File: config.mk
export PLATFORM = sky130hd
export DESIGN_NAME = decimal_seven_segment_digit_driver_core
export DESIGN_NICKNAME = d
export VERILOG_FILES = /design/src/hdl/dsd_pkg.sv /design/src/hdl/dsd_clamp.sv /design/src/hdl/dsd_bcd.sv /design/src/hdl/dsd_serial.sv /design/src/hdl/decimal_seven_segment_digit_driver_core.sv
export SDC_FILE = /design/constraint.sdc
export NUM_CORES = 1
export LEC_CHECK = 0
export BUFFER_PORTS_ARGS = -buffer_cell sky130_fd_sc_hd__buf_2
export CORE_ASPECT_RATIO = 0.75
export CORE_MARGIN = 2
export CORE_UTILIZATION = 30
export DETAILED_ROUTE_END_ITERATION = 7
export PLACE_DENSITY = 0.42
export SLEW_MARGIN = 20
export SYNTH_ARGS = -nofsm -noshare
export SYNTH_HDL_FRONTEND = slang
export SYNTH_SLANG_ARGS = --single-unit
export TNS_END_PERCENT = 10
File: constraint.sdc
create_clock -name clk -period 7.8 [get_ports clk]
set_input_delay 1.95 -clock clk [delete_from_list [all_inputs] [get_ports clk]]
set_output_delay 1.95 -clock clk [all_outputs]
set_load 0.005 [all_outputs]
File: src/hdl/dsd_pkg.sv
// Shared types, constants and helper functions for the decimal digit driver.
// No dependencies; every other file in hdl/ imports this package.
package dsd_pkg;

  // Configuration register indexes
  typedef enum logic [1:0] {
    CFG_ZERO_THR = 2'd0,
    CFG_TOP_THR  = 2'd1,
    CFG_TOP_VAL  = 2'd2,
    CFG_UNUSED   = 2'd3
  } cfg_idx_t;

  // Live configuration handed to the clamp stages
  typedef struct packed {
    logic [15:0] zero_thr;
    logic [15:0] top_thr;
    logic [15:0] top_val;
  } cfg_t;

  localparam logic [15:0] ZeroThrReset = 16'd16;
  localparam logic [15:0] TopThrReset  = 16'd1005;
  localparam logic [15:0] TopValReset  = 16'd1023;
  localparam logic [15:0] MaxShown     = 16'd9999;

  // Bits of a value that fits in four decimal digits
  localparam int unsigned ValW  = 14;
  // Bits converted in each of the two BCD stages
  localparam int unsigned HalfW = 7;

  // Segment pattern, bit0 A through bit6 G
  function automatic logic [6:0] seg_encode(input logic [3:0] d);
    logic [6:0] s;
    unique case (d)
      4'd0:    s = 7'h3F;
      4'd1:    s = 7'h06;
      4'd2:    s = 7'h5B;
      4'd3:    s = 7'h4F;
      4'd4:    s = 7'h66;
      4'd5:    s = 7'h6D;
      4'd6:    s = 7'h7D;
      4'd7:    s = 7'h07;
      4'd8:    s = 7'h7F;
      4'd9:    s = 7'h67;
      default: s = 7'h00;
    endcase
    return s;
  endfunction

  // One shift-and-add-3 step: correct each BCD nibble, then shift in a bit
  function automatic logic [15:0] dd_step(input logic [15:0] bcd, input logic b);
    logic [15:0] adj;
    adj = bcd;
    for (int n = 0; n < 4; n++) begin
      if (bcd[4*n +: 4] >= 4'd5) begin
        adj[4*n +: 4] = bcd[4*n +: 4] + 4'd3;
      end
    end
    return {adj[14:0], b};
  endfunction

endpackage

File: src/hdl/dsd_clamp.sv
// Two pipeline stages: zero clamp, then top clamp with range drop.
// Depends on dsd_pkg.
module dsd_clamp import dsd_pkg::*; (
  input  logic              clk,
  input  logic              rst_n,
  input  cfg_t              cfg,
  input  logic              in_vld,
  output logic              in_rdy,
  input  logic [15:0]       in_value,
  output logic              out_vld,
  input  logic              out_rdy,
  output logic [ValW-1:0]   out_value
);

  logic            s1_vld_r, s1_vld_nxt;
  logic [15:0]     s1_val_r, s1_val_nxt;
  logic            s2_vld_r, s2_vld_nxt;
  logic [ValW-1:0] s2_val_r, s2_val_nxt;
  logic            s1_en, s2_en;
  logic [15:0]     top_clamped;

  // Stage enables: a stage loads when empty or when it drains this cycle
  assign s2_en  = !s2_vld_r || out_rdy;
  assign s1_en  = !s1_vld_r || s2_en;
  assign in_rdy = s1_en;

  // Zero clamp ahead of stage 1
  always_comb begin
    s1_vld_nxt = in_vld;
    s1_val_nxt = (in_value <= cfg.zero_thr) ? 16'd0 : in_value;
  end

  // Top clamp ahead of stage 2; drop values beyond four digits
  always_comb begin
    top_clamped = (s1_val_r >= cfg.top_thr) ? cfg.top_val : s1_val_r;
    s2_vld_nxt  = s1_vld_r && (top_clamped <= MaxShown);
    s2_val_nxt  = top_clamped[ValW-1:0];
  end

  always_ff @(posedge clk) begin
    if (!rst_n) begin
      s1_vld_r <= 1'b0;
      s2_vld_r <= 1'b0;
    end else begin
      if (s1_en) begin
        s1_vld_r <= s1_vld_nxt;
      end
      if (s2_en) begin
        s2_vld_r <= s2_vld_nxt;
      end
    end
  end

  always_ff @(posedge clk) begin
    if (s1_en) begin
      s1_val_r <= s1_val_nxt;
    end
    if (s2_en) begin
      s2_val_r <= s2_val_nxt;
    end
  end

  assign out_vld   = s2_vld_r;
  assign out_value = s2_val_r;

endmodule

File: src/hdl/dsd_bcd.sv
// Two pipeline stages of binary to BCD conversion, seven bits per stage.
// Depends on dsd_pkg.
module dsd_bcd import dsd_pkg::*; (
  input  logic            clk,
  input  logic            rst_n,
  input  logic            in_vld,
  output logic            in_rdy,
  input  logic [ValW-1:0] in_value,
  output logic            out_vld,
  input  logic            out_rdy,
  output logic [15:0]     out_bcd
);

  logic             s3_vld_r;
  logic [15:0]      s3_bcd_r, s3_bcd_nxt;
  logic [HalfW-1:0] s3_low_r;
  logic             s4_vld_r;
  logic [15:0]      s4_bcd_r, s4_bcd_nxt;
  logic             s3_en, s4_en;

  assign s4_en  = !s4_vld_r || out_rdy;
  assign s3_en  = !s3_vld_r || s4_en;
  assign in_rdy = s3_en;

  // Convert the upper seven bits
  always_comb begin
    s3_bcd_nxt = 16'd0;
    for (int i = ValW - 1; i >= int'(HalfW); i--) begin
      s3_bcd_nxt = dd_step(s3_bcd_nxt, in_value[i]);
    end
  end

  // Convert the lower seven bits
  always_comb begin
    s4_bcd_nxt = s3_bcd_r;
    for (int i = HalfW - 1; i >= 0; i--) begin
      s4_bcd_nxt = dd_step(s4_bcd_nxt, s3_low_r[i]);
    end
  end

  always_ff @(posedge clk) begin
    if (!rst_n) begin
      s3_vld_r <= 1'b0;
      s4_vld_r <= 1'b0;
    end else begin
      if (s3_en) begin
        s3_vld_r <= in_vld;
      end
      if (s4_en) begin
        s4_vld_r <= s3_vld_r;
      end
    end
  end

  always_ff @(posedge clk) begin
    if (s3_en) begin
      s3_bcd_r <= s3_bcd_nxt;
      s3_low_r <= in_value[HalfW-1:0];
    end
    if (s4_en) begin
      s4_bcd_r <= s4_bcd_nxt;
    end
  end

  assign out_vld = s4_vld_r;
  assign out_bcd = s4_bcd_r;

endmodule

File: src/hdl/dsd_serial.sv
// Output stage: encodes four BCD digits and sends one digit per cycle.
// Depends on dsd_pkg.
module dsd_serial import dsd_pkg::*; (
  input  logic        clk,
  input  logic        rst_n,
  input  logic        in_vld,
  output logic        in_rdy,
  input  logic [15:0] in_bcd,
  output logic        out_strobe,
  output logic [1:0]  out_position,
  output logic [6:0]  out_segments,
  output logic        out_last
);

  logic        active_r, active_nxt;
  logic [27:0] segs_r, segs_nxt;
  logic [1:0]  pos_r, pos_nxt;
  logic [1:0]  last_pos_r, last_pos_nxt;
  logic        at_last;
  logic [1:0]  top_pos;

  assign at_last = (pos_r == last_pos_r);
  assign in_rdy  = !active_r || at_last;

  // Position of the most significant nonzero digit, ones place if all zero
  always_comb begin
    if (in_bcd[15:12] != 4'd0) begin
      top_pos = 2'd3;
    end else if (in_bcd[11:8] != 4'd0) begin
      top_pos = 2'd2;
    end else if (in_bcd[7:4] != 4'd0) begin
      top_pos = 2'd1;
    end else begin
      top_pos = 2'd0;
    end
  end

  // Load a new run, advance the current one, or go idle
  always_comb begin
    active_nxt   = active_r;
    segs_nxt     = segs_r;
    pos_nxt      = pos_r;
    last_pos_nxt = last_pos_r;
    if (in_rdy && in_vld) begin
      active_nxt   = 1'b1;
      segs_nxt     = {seg_encode(in_bcd[15:12]), seg_encode(in_bcd[11:8]),
                      seg_encode(in_bcd[7:4]),   seg_encode(in_bcd[3:0])};
      pos_nxt      = 2'd0;
      last_pos_nxt = top_pos;
    end else if (active_r) begin
      if (at_last) begin
        active_nxt = 1'b0;
      end else begin
        segs_nxt = {7'd0, segs_r[27:7]};
        pos_nxt  = pos_r + 2'd1;
      end
    end
  end

  always_ff @(posedge clk) begin
    if (!rst_n) begin
      active_r <= 1'b0;
      pos_r    <= 2'd0;
    end else begin
      active_r <= active_nxt;
      pos_r    <= pos_nxt;
    end
  end

  always_ff @(posedge clk) begin
    segs_r     <= segs_nxt;
    last_pos_r <= last_pos_nxt;
  end

  assign out_strobe   = active_r;
  assign out_position = pos_r;
  assign out_segments = segs_r[6:0];
  assign out_last     = active_r && at_last;

endmodule

File: src/hdl/decimal_seven_segment_digit_driver_core.sv
// Top level of the decimal seven-segment digit driver.
// Depends on dsd_pkg, dsd_clamp, dsd_bcd and dsd_serial.
//
// Usage:
//   Input: a value on in_value is transferred at a rising edge with start high
//   and busy low. The value is clamped by the zero and top thresholds, then
//   split into decimal digits with leading zeros dropped.
//   Output: one transfer per shown digit, ones place first, each held for a
//   single cycle with out_strobe high. out_last_digit marks the most
//   significant digit. A clamped value above 9999 produces no transfer.
//   Configuration: cfg_we writes cfg_data into register cfg_index (0 zero
//   threshold, 1 top threshold, 2 top value, 3 ignored); write only when idle.
// Timing:
//   Four pipeline stages (two clamp, two BCD conversion) feed the digit
//   serializer; the first digit of a value reaches the ports once the serializer
//   has taken the value from the last BCD stage, and the following digits in the
//   cycles right after it.
//   The serializer sends one digit per cycle and takes a new value while idle
//   or with its last digit; busy rises when the pipeline backs up behind it.
//   Values that produce no digits pass at one per cycle unless backed up.
// Reset: rst_n clears the pipeline and loads the register reset values
//   16, 1005 and 1023. The receiver cannot stall: results are never held.
module decimal_seven_segment_digit_driver_core import dsd_pkg::*; (
  input  logic        clk,
  input  logic        rst_n,
  input  logic        start,
  output logic        busy,
  input  logic [15:0] in_value,
  input  logic        cfg_we,
  input  logic [1:0]  cfg_index,
  input  logic [15:0] cfg_data,
  output logic        out_strobe,
  output logic [1:0]  out_digit_position,
  output logic [6:0]  out_segments,
  output logic        out_last_digit
);

  cfg_t            cfg_r;
  logic            clamp_rdy;
  logic            clamp_vld;
  logic [ValW-1:0] clamp_value;
  logic            bcd_rdy;
  logic            bcd_vld;
  logic [15:0]     bcd_digits;
  logic            ser_rdy;

  // Configuration registers
  always_ff @(posedge clk) begin
    if (!rst_n) begin
      cfg_r.zero_thr <= ZeroThrReset;
      cfg_r.top_thr  <= TopThrReset;
      cfg_r.top_val  <= TopValReset;
    end else if (cfg_we) begin
      unique case (cfg_idx_t'(cfg_index))
        CFG_ZERO_THR: cfg_r.zero_thr <= cfg_data;
        CFG_TOP_THR:  cfg_r.top_thr  <= cfg_data;
        CFG_TOP_VAL:  cfg_r.top_val  <= cfg_data;
        CFG_UNUSED:   ;
        default:      ;
      endcase
    end
  end

  assign busy = !clamp_rdy;

  dsd_clamp u_clamp (
    .clk       (clk),
    .rst_n     (rst_n),
    .cfg       (cfg_r),
    .in_vld    (start),
    .in_rdy    (clamp_rdy),
    .in_value  (in_value),
    .out_vld   (clamp_vld),
    .out_rdy   (bcd_rdy),
    .out_value (clamp_value)
  );

  dsd_bcd u_bcd (
    .clk      (clk),
    .rst_n    (rst_n),
    .in_vld   (clamp_vld),
    .in_rdy   (bcd_rdy),
    .in_value (clamp_value),
    .out_vld  (bcd_vld),
    .out_rdy  (ser_rdy),
    .out_bcd  (bcd_digits)
  );

  dsd_serial u_serial (
    .clk          (clk),
    .rst_n        (rst_n),
    .in_vld       (bcd_vld),
    .in_rdy       (ser_rdy),
    .in_bcd       (bcd_digits),
    .out_strobe   (out_strobe),
    .out_position (out_digit_position),
    .out_segments (out_segments),
    .out_last     (out_last_digit)
  );

  // A run that has not ended continues in the next cycle
  a_run_continues: assert property (@(posedge clk) disable iff (!rst_n)
    out_strobe && !out_last_digit |=> out_strobe)
    else $error("digit run broke off before its last digit");

  // Positions inside a run step up by one
  a_pos_steps: assert property (@(posedge clk) disable iff (!rst_n)
    out_strobe && !out_last_digit |=>
      out_digit_position == $past(out_digit_position) + 2'd1)
    else $error("digit position did not advance by one");

  // A run starting from idle begins at the ones place
  a_run_starts_at_ones: assert property (@(posedge clk) disable iff (!rst_n)
    $rose(out_strobe) |-> out_digit_position == 2'd0)
    else $error("digit run did not start at the ones place");

  // The serializer only backs up the pipeline while it is sending
  a_stall_needs_run: assert property (@(posedge clk) disable iff (!rst_n)
    bcd_vld && !ser_rdy |-> out_strobe && !out_last_digit)
    else $error("pipeline stalled with the serializer free");

endmodule
==> key figures <==
Critical path
  – Setup CP Type: flop to flop
  – CP Launch Type: flop
  – Worst Path Required: about 8.2 ns
  – Critical Path Most Common Cell: inv_1
  – Slowest stage delay, CP: ~0.60 ns
  – CP endpoint kind: flop
  – Top delay family on crit path: simple AND/OR/NAND/NOR gates
  – Worst Path Arrival: 7.55 ns
  – Worst-path fanout max: 9
  – Crit path buf inv count: 7
  – Slowest-stage cell, CP: or4_1

Detailed routing
  – DRC errors left: 0
  – Post-route ant nets: 0
  – Via-to-Cell Ratio: 4.86
  – Routed WL per cell: 15.8 um
  – Initial DRC Count: approximately 560
  – DRT Pass-1 Iters: 5
  – Post-Route WL: 27800 um
  – Vias post-DR: 8531

Global route
  – Initial antenna violation count: 0
  – First-pass GRT wire length: 45200 um
  – GRT overflow: 0
  – Vias in the first global route: a little over 8000
  – Tot GR Track Use: 14.2%
  – Largest net degree at the start of global routing: 52

Clock tree
  – CTS root buf: clkbuf_16
  – CTS tree: yes
  – H-tree depth: 4
  – Clock network latency to the later pin of the worst-skew pair: 0.44 ns
  – Worst-path clk slew: 0.08 ns
  – Clk sinks: 175
  – Inserted Clock Buffers: 17
  – Hold buffer count at CTS: 0
  – Clk buf depth: 2

STA
  – Slew margin rel.: 37.9%
  – Slew Viols, Final: 0
  – Post-layout min period: 7.18 ns
  – Clock skew: 0.0172 ns
  – Final worst-path cycle share: 92.1%
  – Slew @ Worst Pin: 0.932 ns
  – Final setup vio count: 0
  – Endpoints failing hold: 0
  – Final setup TNS: 0 ns
  – Fmax: 139 MHz

Layout
  – Fillers: roughly 3800
  – Register Area: 0.00442 sq mm
  – Multi-input gate area: 0.00653 sq mm
  – Post-route cell area: ~0.013 sq mm
  – P&R area growth vs syn: 12.7%
  – Layout cells sized above 1: 17.0%
  – Fin nets: 1360
  – Number of antenna diodes: 0

Synthesis
  – #FFs+latches synth: 175
  – Yosys warns: 0
  – Ys flop type: edfxtp_1
  – Asr flop ratio synth: 0%
  – Avg Cell Area, Syn: 9.52 sq um
  – Sequential fraction of the synthesis area: between 30% and 40%
  – Netlist cell types: 101
  – Synthesized instance count: 1200
  – Syn nets: 1323
  – Syn Std Cell Area: about 0.011 sq mm
  – Number of synthesized flops with an enable pin: roughly 90

Floorplan
  – Die ar.: 0.0397 sq mm
  – Die Width: between 200 and 250 um
  – Area of the core: 0.0373 sq mm
  – Rows: between 60 and 70
  – Die H: between 150 and 200 um
  – # IOs: 50
  – Initial Util: 30.6%

Placed design
  – Post-placement cell area: 0.0122 sq mm
  – Routability congestion estimate from global placement: 0.781
  – IO Port Bufs: 49
  – Dpl hpwl: approximately 21000 um

Run status
  – Outcome: finished clean

Job
  – Max-cap violations: 0

Hold path
  – Hold Crit Class: flop to flop
what timing repair did:
| item | 4_1_cts | 5_1_grt |
|---|---|---|
| hold endpoints to repair | 0 | 0 |
| gates resized for setup | 0 | 14 |
| buffers inserted | 0 | 2 |
| endpoints found under the setup margin | 0 | 21 |
final cells by class:
type                            count  area share (%)
Timing Repair Buffer               66            2.89
Tap cell                          504            4.89
Sequential cell                   175            34.3
Multi-Input combinational cell    896            50.7
Clock buffer                       18            3.33
Inverter                           81            2.36
Clock inverter                     14            1.52
worst paths after layout:
kind	to	slack [ns]	cells after the start	startpoint
worst min register to register	u_bcd.s3_low_r[2]	0.43	0	u_clamp.out_value[2]
worst max register to register	flop	0.62	35	u_bcd.s3_bcd_r[4]
worst max-delay path	flop	0.62	35	u_bcd.s3_bcd_r[4]
worst min-delay path	u_bcd.s3_low_r[2]	0.43	0	u_clamp.out_value[2]
synth_stat cells, types with 8 or more instances:
| cell | n | area share [%] |
|---|---|---|
| a21oi_1 | 48 | 2.1 |
| a211oi_1 | 13 | 0.85 |
| inv_1 | 77 | 2.5 |
| edfxtp_1 | 92 | 24 |
| nand2_1 | 154 | 5.1 |
| nand3_1 | 33 | 1.4 |
| a21boi_0 | 29 | 1.9 |
| xnor2_1 | 14 | 1.1 |
| dfxtp_1 | 83 | 15 |
| clkbuf_1 | 30 | 0.99 |
| ha_1 | 85 | 9.3 |
| o21ai_0 | 48 | 2.1 |
| and2_1 | 29 | 1.6 |
| or3_1 | 12 | 0.66 |
| nor2_1 | 69 | 2.3 |
| and3_1 | 19 | 1.0 |
| mux2_2 | 48 | 4.7 |
| a31oi_1 | 8 | 0.44 |
| a21o_1 | 23 | 1.5 |
| o211ai_1 | 15 | 0.99 |
| nor3_1 | 21 | 0.92 |
| nand2b_1 | 13 | 0.71 |
| o21a_1 | 14 | 0.92 |
| buf_4 | 9 | 0.59 |
| mux2i_1 | 29 | 2.5 |
| nor2b_1 | 15 | 0.82 |
placed cells by master (no fill, tap or decap), drive strengths merged, types with 10 or more instances in the layout:
| master | instances |
|---|---|
| a211oi | 17 |
| a21boi | 29 |
| a21o | 23 |
| a21oi | 52 |
| a31oi | 10 |
| and2 | 31 |
| and3 | 19 |
| buf | 66 |
| clkbuf | 18 |
| dfxtp | 83 |
| edfxtp | 92 |
| ha | 85 |
| inv | 88 |
| mux2 | 48 |
| mux2i | 32 |
| nand2 | 155 |
| nand2b | 15 |
| nand3 | 34 |
| nor2 | 70 |
| nor2b | 15 |
| nor3 | 24 |
| o211ai | 17 |
| o21a | 14 |
| o21ai | 58 |
| or3 | 12 |
| xnor2 | 15 |
through the flow:
stage	cells	hold slack [ns]	worst slack, ns	utilization [%]
2_1_floorplan	1200	0.400	0.732	-
3_3_place_gp	1720	0.403	0.479	32.7
3_5_place_dp	1720	0.418	0.202	32.7
4_1_cts	1752	0.428	0.0866	34.4
5_1_grt	1754	0.441	-0.0679	34.5
6_report	1754	0.428	0.617	34.5
cells by family after synthesis:
group | count (synthesis) | synth area share, %
AND/OR/NAND/NOR | 410 | 17.6
multiplexers | 81 | 7.90
adder cells (fa/ha/maj) | 85 | 9.30
buffers and inverters | 129 | 4.64
XOR/XNOR | 19 | 1.99
AO/OA/AOI/OAI | 301 | 19.9
flip-flops | 175 | 38.7
routing by layer:
layer,share of wire [%],vias up,GRT usage [%]
li1,-,4419,-
met1,58,3996,22.7
met2,38,103,19.5
met3,2.7,13,2.23
met4,0.85,0,2.95
met5,0,-,0
Power is left out: the tool's default activity adds up to more than one toggle a clock period on the data nets, which glitch-free logic cannot reach.
